`src/hw/rtl/afp_pkg.sv`:
```
// package: constants and types of the audio frame packetizer
package afp_pkg;

   localparam int unsigned SAMPLE_W       = 32;
   localparam int unsigned STAMP_W        = 32;
   localparam int unsigned FRAME_W        = 14;
   localparam int unsigned LEN_W          = 16;
   localparam int unsigned POS_W          = 4;

   localparam logic [FRAME_W-1:0] FRAME_SAMPLES_RESET = 14'd512;
   localparam logic [FRAME_W-1:0] MAX_FRAME_SAMPLES   = 14'd16383;

   localparam logic [7:0] MAGIC_A = 8'h41;
   localparam logic [7:0] MAGIC_U = 8'h55;
   localparam logic [7:0] MAGIC_D = 8'h44;
   localparam logic [7:0] MAGIC_0 = 8'h30;

   // byte positions within one item's output run
   localparam logic [POS_W-1:0] POS_FIRST_HDR  = 4'd0;
   localparam logic [POS_W-1:0] POS_FIRST_DATA = 4'd12;
   localparam logic [POS_W-1:0] POS_LAST       = 4'd15;

   typedef struct packed {
      logic [SAMPLE_W-1:0] sample;
      logic [STAMP_W-1:0]  stamp;
      logic [LEN_W-1:0]    len;
      logic                hdr;
      logic                closes;
   } item_type;

endpackage

```
`src/hw/rtl/audio_frame_packetizer.sv`:
```
// audio frame packetizer: samples in, framed little-endian byte stream out
//
// Each accepted sample gives four output bytes, one per cycle while the
// receiver takes them; a sample that opens a frame is preceded by the
// 12-byte header (magic A U D 0, time stamp, payload length, 16-bit byte-sum
// checksum), sixteen bytes in all. The output register sends at most one
// byte per cycle. One sample waits in the input register while the previous
// one is being serialised; the request side is held off while that register
// is full, so a stalled result side stops the input after one sample has
// queued up.
// frame_samples of zero acts as one; a change takes effect at the next sample.
module audio_frame_packetizer
   import afp_pkg::*;
(
   input  logic        clock,
   input  logic        reset,
   input  logic        req_tvalid,
   output logic        req_tready,
   input  logic [63:0] req_tdata,   // [31:0] sample_word, [63:32] time_us
   output logic        rsp_tvalid,
   input  logic        rsp_tready,
   output logic [7:0]  rsp_tdata,   // [7:0] out_byte
   output logic [1:0]  rsp_tuser,   // [0] frame_first, [1] frame_last
   output logic        rsp_tlast,   // run_last
   input  logic        csr_valid,
   output logic        csr_ready,
   input  logic [13:0] csr_data     // frame_samples
);

   logic [FRAME_W-1:0] frame_samples_ff;
   logic [FRAME_W-1:0] sample_index_ff, sample_index_in;
   logic               p_valid_ff, p_valid_in;
   item_type           p_item_ff, p_item_in;
   logic               w_valid_ff, w_valid_in;
   item_type           w_item_ff, w_item_in;
   logic [LEN_W-1:0]   w_sum_ff, w_sum_in;
   logic [POS_W-1:0]   w_pos_ff, w_pos_in;
   logic               o_valid_ff, o_valid_in;
   logic [7:0]         o_byte_ff, o_byte_in;
   logic               o_first_ff, o_first_in;
   logic               o_flast_ff, o_flast_in;
   logic               o_rlast_ff, o_rlast_in;

   logic [FRAME_W-1:0] eff_frame;
   logic [FRAME_W:0]   index_plus;
   logic               req_xfer;
   logic               advance;
   logic               w_free;
   logic [7:0]         cur_byte;
   logic [LEN_W-1:0]   p_sum;

   assign csr_ready  = 1'b1;
   assign req_tready = !p_valid_ff;
   assign req_xfer   = req_tvalid && req_tready;

   assign eff_frame  = (frame_samples_ff == '0) ? FRAME_W'(1) : frame_samples_ff;
   assign index_plus = {1'b0, sample_index_ff} + (FRAME_W+1)'(1);

   // header byte sum of the waiting item
   assign p_sum = LEN_W'(MAGIC_A) + LEN_W'(MAGIC_U) + LEN_W'(MAGIC_D) + LEN_W'(MAGIC_0)
                + LEN_W'(p_item_ff.stamp[7:0])   + LEN_W'(p_item_ff.stamp[15:8])
                + LEN_W'(p_item_ff.stamp[23:16]) + LEN_W'(p_item_ff.stamp[31:24])
                + LEN_W'(p_item_ff.len[7:0])     + LEN_W'(p_item_ff.len[15:8]);

   assign advance = w_valid_ff && (!o_valid_ff || rsp_tready);
   assign w_free  = !w_valid_ff || (advance && (w_pos_ff == POS_LAST));

   always_comb begin
      case (w_pos_ff)
         4'd0:    cur_byte = MAGIC_A;
         4'd1:    cur_byte = MAGIC_U;
         4'd2:    cur_byte = MAGIC_D;
         4'd3:    cur_byte = MAGIC_0;
         4'd4:    cur_byte = w_item_ff.stamp[7:0];
         4'd5:    cur_byte = w_item_ff.stamp[15:8];
         4'd6:    cur_byte = w_item_ff.stamp[23:16];
         4'd7:    cur_byte = w_item_ff.stamp[31:24];
         4'd8:    cur_byte = w_item_ff.len[7:0];
         4'd9:    cur_byte = w_item_ff.len[15:8];
         4'd10:   cur_byte = w_sum_ff[7:0];
         4'd11:   cur_byte = w_sum_ff[15:8];
         4'd12:   cur_byte = w_item_ff.sample[7:0];
         4'd13:   cur_byte = w_item_ff.sample[15:8];
         4'd14:   cur_byte = w_item_ff.sample[23:16];
         default: cur_byte = w_item_ff.sample[31:24];
      endcase
   end

   always_comb begin
      sample_index_in = sample_index_ff;
      p_valid_in      = p_valid_ff;
      p_item_in       = p_item_ff;
      w_valid_in      = w_valid_ff;
      w_item_in       = w_item_ff;
      w_sum_in        = w_sum_ff;
      w_pos_in        = w_pos_ff;
      o_valid_in      = o_valid_ff;
      o_byte_in       = o_byte_ff;
      o_first_in      = o_first_ff;
      o_flast_in      = o_flast_ff;
      o_rlast_in      = o_rlast_ff;

      if (o_valid_ff && rsp_tready) begin
         o_valid_in = 1'b0;
      end
      if (advance) begin
         o_valid_in = 1'b1;
         o_byte_in  = cur_byte;
         o_first_in = (w_pos_ff == POS_FIRST_HDR);
         o_flast_in = (w_pos_ff == POS_LAST) && w_item_ff.closes;
         o_rlast_in = (w_pos_ff == POS_LAST);
         w_pos_in   = w_pos_ff + POS_W'(1);
      end

      // serialiser takes the waiting item once the previous run is done
      if (w_free) begin
         w_valid_in = p_valid_ff;
         if (p_valid_ff) begin
            p_valid_in = 1'b0;
            w_item_in  = p_item_ff;
            w_sum_in   = p_sum;
            w_pos_in   = p_item_ff.hdr ? POS_FIRST_HDR : POS_FIRST_DATA;
         end
      end

      if (req_xfer) begin
         p_valid_in       = 1'b1;
         p_item_in.sample = req_tdata[31:0];
         p_item_in.stamp  = req_tdata[63:32];
         p_item_in.len    = {eff_frame, 2'b00};
         p_item_in.hdr    = (sample_index_ff == '0);
         p_item_in.closes = (index_plus >= {1'b0, eff_frame});
         sample_index_in  = p_item_in.closes ? '0 : index_plus[FRAME_W-1:0];
      end
   end

   always_ff @(posedge clock) begin
      if (reset) begin
         frame_samples_ff <= FRAME_SAMPLES_RESET;
         sample_index_ff  <= '0;
         p_valid_ff       <= 1'b0;
         w_valid_ff       <= 1'b0;
         w_pos_ff         <= '0;
         o_valid_ff       <= 1'b0;
      end else begin
         if (csr_valid && csr_ready) begin
            frame_samples_ff <= csr_data;
         end
         sample_index_ff <= sample_index_in;
         p_valid_ff      <= p_valid_in;
         w_valid_ff      <= w_valid_in;
         w_pos_ff        <= w_pos_in;
         o_valid_ff      <= o_valid_in;
      end
   end

   always_ff @(posedge clock) begin
      p_item_ff  <= p_item_in;
      w_item_ff  <= w_item_in;
      w_sum_ff   <= w_sum_in;
      o_byte_ff  <= o_byte_in;
      o_first_ff <= o_first_in;
      o_flast_ff <= o_flast_in;
      o_rlast_ff <= o_rlast_in;
   end

   assign rsp_tvalid = o_valid_ff;
   assign rsp_tdata  = o_byte_ff;
   assign rsp_tuser  = {o_flast_ff, o_first_ff};
   assign rsp_tlast  = o_rlast_ff;

`ifndef ASSERT_OFF
   a_first_is_magic: assert property (@(posedge clock) disable iff (reset)
      rsp_tvalid && rsp_tuser[0] |-> rsp_tdata == MAGIC_A && !rsp_tlast)
      else $error("frame start byte is not the magic A");

   a_frame_end_ends_run: assert property (@(posedge clock) disable iff (reset)
      rsp_tvalid && rsp_tuser[1] |-> rsp_tlast)
      else $error("frame end not on last byte of a run");

   a_index_in_frame: assert property (@(posedge clock) disable iff (reset)
      sample_index_ff <= MAX_FRAME_SAMPLES)
      else $error("sample index beyond frame limit");

   a_header_start: assert property (@(posedge clock) disable iff (reset)
      w_free && p_valid_ff && p_item_ff.hdr |=> w_pos_ff == POS_FIRST_HDR)
      else $error("header item did not start at the first header byte");
`endif

endmodule

```
`config.mk`:
```
export PLATFORM = sky130hd
export DESIGN_NAME = audio_frame_packetizer
export DESIGN_NICKNAME = d
export VERILOG_FILES = /design/src/hw/rtl/afp_pkg.sv /design/src/hw/rtl/audio_frame_packetizer.sv
export SDC_FILE = /design/constraint.sdc
export NUM_CORES = 1
export LEC_CHECK = 0
export ABC_CLOCK_PERIOD_IN_PS = 11100
export BUFFER_PORTS_ARGS = -buffer_cell sky130_fd_sc_hd__buf_4
export CAP_MARGIN = 20
export CELL_PAD_IN_SITES_DETAIL_PLACEMENT = 0
export CELL_PAD_IN_SITES_GLOBAL_PLACEMENT = 1
export CORE_AREA = 2 2 139 141
export CTS_CLUSTER_SIZE = 28
export DETAILED_ROUTE_END_ITERATION = 16
export DIE_AREA = 0 0 141 143
export PLACE_DENSITY_LB_ADDON = 0.1
export SYNTH_ARGS = -nofsm -noshare
export SYNTH_HDL_FRONTEND = slang
export SYNTH_SLANG_ARGS = --single-unit
```
`constraint.sdc`:
```
create_clock -name clock -period 11.1 [get_ports clock]
set_input_delay 2.22 -clock clock [delete_from_list [all_inputs] [get_ports clock]]
set_output_delay 2.22 -clock clock [all_outputs]
set_load 0.02 [all_outputs]
```
Word-level counts from Yosys, hierarchy flattened:

Index checks and enable logic that the tools add are counted.

* register bits after elaboration: 221
* input port bits: 83
* output and inout port bits: 14
* logic and storage cells: 71

* add/sub/neg operators: 8
* order comparisons: 1
* equality and inequality tests: 15
* muxes and demuxes: 11
* reductions and logical operators: 16

Operators by type and width (count)
* 8-bit case mux with 15 select lines: 1
* 4-bit equality test (second input constant): 8
* 14-bit zero test: 2
* 14-bit 2-to-1 mux: 2
* 4-bit by 3-bit equality test with 1-bit output (second input constant): 4
* 4-bit 2-to-1 mux: 4
* 14-bit by 1-bit adder with 15-bit output (second input constant): 1
* 14-bit by 8-bit adder with 15-bit output: 1
* 15-bit by 14-bit greater-or-equal comparator with 1-bit output: 1
* 13-bit by 8-bit adder with 14-bit output: 1
* 12-bit by 8-bit adder with 13-bit output: 1
* 11-bit by 8-bit adder with 12-bit output: 1
* 10-bit by 8-bit adder with 11-bit output: 1
* 9-bit by 8-bit adder with 10-bit output (first input constant): 1
* 4-bit by 2-bit equality test with 1-bit output (second input constant): 2
* 1-bit logical AND: 5
* 4-bit by 1-bit adder with 4-bit output (second input constant): 1
* 4-bit by 1-bit equality test with 1-bit output (second input constant): 1
* 4-bit zero test: 1
* 1-bit 2-to-1 mux: 4
* 2-bit nonzero test: 2
* 1-bit zero test: 3
* 1-bit logical OR: 2
* 2-bit AND reduction: 1

Depth between registers and ports, before layout:

* word-level depth: 7
* gate-level depth with buffers: 17
* gate-level depth less buffers: 17

Worst setup path after synthesis:

No wires, ideal clock.

* path type: input port to flip-flop
* from: input port rsp_tready
* to: register w_pos_ff[2]
* setup time: 0.123 ns
* arrival time: 5.783 ns
* required time: 10.977 ns
* path slack: 5.194 ns
* stages on the path: 6
* buffers on the path: 1
* cell sequence: nor2b_1 o21ai_0 and2_1 clkbuf_1 a21oi_1 o21a_1

* cells in the longest elaborated chain, start to end: 5
* elaborated cells between the ends (all ways): 7
* those cells by class: mux (3); reduce/logical (4)

RTL lines
* start: declaration: RTL line audio_frame_packetizer.sv:21 `input logic rsp_tready,`
* 1-bit logical OR *: RTL line audio_frame_packetizer.sv:65 `assign advance = w_valid_ff && (!o_valid_ff || rsp_tready);`
* 1-bit logical AND *: RTL line audio_frame_packetizer.sv:65
* 4-bit 2-to-1 mux or 1-bit logical AND (tied branches): RTL line audio_frame_packetizer.sv:106, audio_frame_packetizer.sv:66
* 4-bit 2-to-1 mux or 1-bit logical OR (tied branches): RTL line audio_frame_packetizer.sv:118, audio_frame_packetizer.sv:66
* 4-bit 2-to-1 mux *: RTL line audio_frame_packetizer.sv:116 `if (w_free) begin`
* end signal: assignment: RTL line audio_frame_packetizer.sv:152 `w_pos_ff <= w_pos_in;`
* end: declaration: RTL line audio_frame_packetizer.sv:37 `logic [POS_W-1:0] w_pos_ff, w_pos_in;`

Mark *: on every way between the ends. The rest lies on a longest branch, timed or not.
A chain may end at the register's enable or synchronous reset.

Worst setup path in the final report:

* from: register p_item_ff[21] (netlist name)
* to: register w_sum_ff[9], data pin

* cells in the longest elaborated chain, start to end: 6

RTL lines
* start: declaration: RTL line audio_frame_packetizer.sv:33 `item_type p_item_ff, p_item_in;`
* start signal: assignment: RTL line audio_frame_packetizer.sv:158 `p_item_ff <= p_item_in;`
* 9-bit by 8-bit adder with 10-bit output: RTL line audio_frame_packetizer.sv:61 `+ LEN_W'(p_item_ff.stamp[7:0]) + LEN_W'(p_item_ff.stamp[15:8])`
* 10-bit by 8-bit adder with 11-bit output: RTL line audio_frame_packetizer.sv:61
* 11-bit by 8-bit adder with 12-bit output: RTL line audio_frame_packetizer.sv:62 `+ LEN_W'(p_item_ff.stamp[23:16]) + LEN_W'(p_item_ff.stamp[31:24])`
* 12-bit by 8-bit adder with 13-bit output: RTL line audio_frame_packetizer.sv:62
* 13-bit by 8-bit adder with 14-bit output: RTL line audio_frame_packetizer.sv:63 `+ LEN_W'(p_item_ff.len[7:0]) + LEN_W'(p_item_ff.len[15:8]);`
* 14-bit by 8-bit adder with 15-bit output: RTL line audio_frame_packetizer.sv:63
* via p_sum[9]: RTL line audio_frame_packetizer.sv:50 `logic [LEN_W-1:0] p_sum;`
* end signal: assignment: RTL line audio_frame_packetizer.sv:160 `w_sum_ff <= w_sum_in;`
* end: declaration: RTL line audio_frame_packetizer.sv:36 `logic [LEN_W-1:0] w_sum_ff, w_sum_in;`

The timed path passes the listed nets, and every way through them passes these cells.

==> impl_metrics.tcl <==
set metrics [dict create \
    outcome "finished clean" \
    rsz0062_at_grt "false" \
    finalSetupViolCount 0 \
    hold_class "register to register" \
    crit_arrival_ns 4.54 \
    synth.distinct_cells 60 \
    worstPathRequired_ns 11.37 \
    placedCellCount 1005 \
    grtUsageTotal_pct 19.5 \
    place_area_um2 10400 \
    place.gp.congestion 0.792 \
    core_area_um2 18600 \
    n_antenna_cell 0 \
    slew_violations 0 \
    place_ws_ns 6.58 \
    ios 97 \
    cts_tree "yes" \
    drt_first_pass_iters 5 \
    leakagePower_nw 4.53 \
    grt_max_degree 76 \
    place_hpwl_um 13200 \
    syn_area_um2 9550 \
    avgViaCountPerCell 5.35 \
    fin_crit_sh_pct 38.5 \
    start_kind "register" \
    fmax_ghz 0.234 \
    async_flop_share_pct 0 \
    maxCapViolCount 0 \
    totalPowerFinal_mw 2.21 \
    antenna_found_initial 0 \
    clock_latency_ns 0.52 \
    synth_area_per_cell_um2 13.5 \
    totalWireLength_um 19200 \
    h-tree-depth 1 \
    detail-route-antenna-nets 0 \
    final_util_pct 60.6 \
    postCtsHoldBufs 0 \
    final_cell_count_no_fill 1049 \
    fin_area_um2 11300 \
    powerDensity_nw_per_um2 197 \
    rows 50 \
    hold_path_startpoint "p_item_ff[64]" \
    die_area_um2 20200 \
    grt_pass1_vias 5634 \
    yosysSeqAreaShare_pct 64.6 \
    syn2layout_area_growth_pct 17.9 \
    synthCells 707 \
    start_util_pct 51.4 \
    cts.sinks 217 \
    remaining_drc_errors 0 \
    cts-resized-gates 0 \
    hold_slack_ns 0.414 \
    root_buffer "clkbuf_16" \
    setup_tns_ns 0 \
    synth_seq_cells 217 \
    period_minus_slack_ns 4.27 \
    vias 5609 \
    grt_overflow 0 \
    grt_pass1_wl_um 30400 \
    r2r-start "p_item_ff[21]" \
    setup_ws_ns 6.83 \
    cts.clk_slew.worst_paths_ns 0.06 \
    synth_top_flop_cell "edfxtp_1" \
    cts_buffer_depth 3 \
    die_w_um 141 \
    yosysWarnings 0 \
    fin_skew_ns 0.0150 \
    critical_path_class "register to register" \
    post_cts_buffers 0 \
    drive_gt1_share_pct 18.7 \
    crit_fanout 2 \
    cts_buffers 24 \
    vdd_drop_max_v 0.000127 \
    hold_viol_final 0 \
    die_h_um 143 \
    synth_fp_nets 858 \
    avgRoutedWirePerCell_um 18.3 \
    tightestPinTransition_ns 1.12 \
    end_kind "register" \
    drt_iter0_drc 349 \
    synth-edff-count 182 \
    final_nets 948 \
    port_buffers 95 \
    slew_headroom_pct 25.2 \
    cp-startpoint "p_item_ff[21]" \
]
placed cells by master (no fill, tap or decap), types with 4 or more instances in the layout:
| cell type | instances |
|---|---|
| a21o_1 | 7 |
| a21oi_1 | 22 |
| a221oi_1 | 5 |
| a222oi_1 | 12 |
| a22oi_1 | 7 |
| buf_4 | 102 |
| bufinv_16 | 4 |
| clkbuf_16 | 24 |
| clkinv_2 | 6 |
| dfxtp_1 | 35 |
| edfxtp_1 | 182 |
| fa_1 | 30 |
| ha_1 | 38 |
| inv_1 | 103 |
| mux2i_1 | 16 |
| nand2_1 | 51 |
| nand2b_1 | 7 |
| nand3_1 | 14 |
| nand4_1 | 4 |
| nor2_1 | 38 |
| nor3_1 | 7 |
| nor4_1 | 4 |
| o21a_1 | 4 |
| o21ai_0 | 19 |
| xnor2_1 | 15 |
layout make-up:
type / instances / area (µm²)
clock buffer: 27 / 612
clock inverter: 17 / 198
fill: 1484 / 7320
inverter: 104 / 390
multi-input combinational: 348 / 2830
sequential: 217 / 6170
tap: 234 / 293
timing repair buffer: 102 / 766
power by group:
part	total [mW]	internal, mW	switching (mW)	leakage [nW]
sequential	1.00	0.973	0.0272	2.01
clock	0.806	0.490	0.316	0.391
combinational	0.406	0.177	0.230	2.14
total	2.21	1.64	0.573	4.53
registers in the layout, indices dropped and copies added (netlist names):
name	count
o_flast_ff	1
sample_index_ff	14
w_pos_ff	4
rsp_tlast	1
w_item_ff	79
w_sum_ff	12
p_valid_ff	1
p_item_ff	80
rsp_tvalid	1
o_first_ff	1
rsp_tdata	8
frame_samples_ff	14
w_valid_ff	1
routing by layer:
metal,vias to the layer above,track usage (%),wire (µm)
met4,0,5.53,450
met1,2748,26.8,8310
met5,-,0,0
met3,32,3.29,1220
li1,2668,-,-
met2,161,32.4,9190
critical path, stage by stage (launching register included):
cell and delay [ns]:
edfxtp_1 0.35, inv_1 0.06, fa_1 0.53, inv_1 0.05, fa_1 0.47, inv_1 0.05, fa_1 0.53, inv_1 0.05
fa_1 0.51, ha_1 0.18, inv_1 0.06, fa_1 0.39, nor2b_1 0.12, o21ai_0 0.11, a21boi_0 0.26, o21a_1 0.14
nor2_1 0.05, xnor2_1 0.12
synthesized netlist by cell type, drive strengths merged (15+ instances only):
library cell | n | area [µm²]
a21oi | 22 | 110
clkbuf | 27 | 103
dfxtp | 35 | 701
edfxtp | 182 | 5470
fa | 30 | 601
ha | 38 | 475
inv | 104 | 390
mux2i | 16 | 160
nand2 | 51 | 191
nand3 | 15 | 80.1
nor2 | 38 | 143
o21ai | 20 | 100
xnor2 | 15 | 131
path summary, 6_finish.rpt:
| check | cells past startpoint | end | slack, ns |
|---|---|---|---|
| worst max-delay path | 17 | w_sum_ff[9] | 6.83 |
| worst min register to register | 0 | w_item_ff[64] | 0.41 |
| worst min-delay path | 0 | w_item_ff[64] | 0.41 |
| worst max register to register | 17 | w_sum_ff[9] | 6.83 |
logic make-up after synthesis:
logic type,Yosys count,share of synthesized area [%]
compound gates,100,7.69
xor+xnor,17,1.56
fa+ha+maj,68,11.3
buf+inv,142,5.78
flops,217,64.6
mux,18,2.03
other cells,1,0.0393
simple gates,144,7.04
Power figures use the tool's default switching activity.
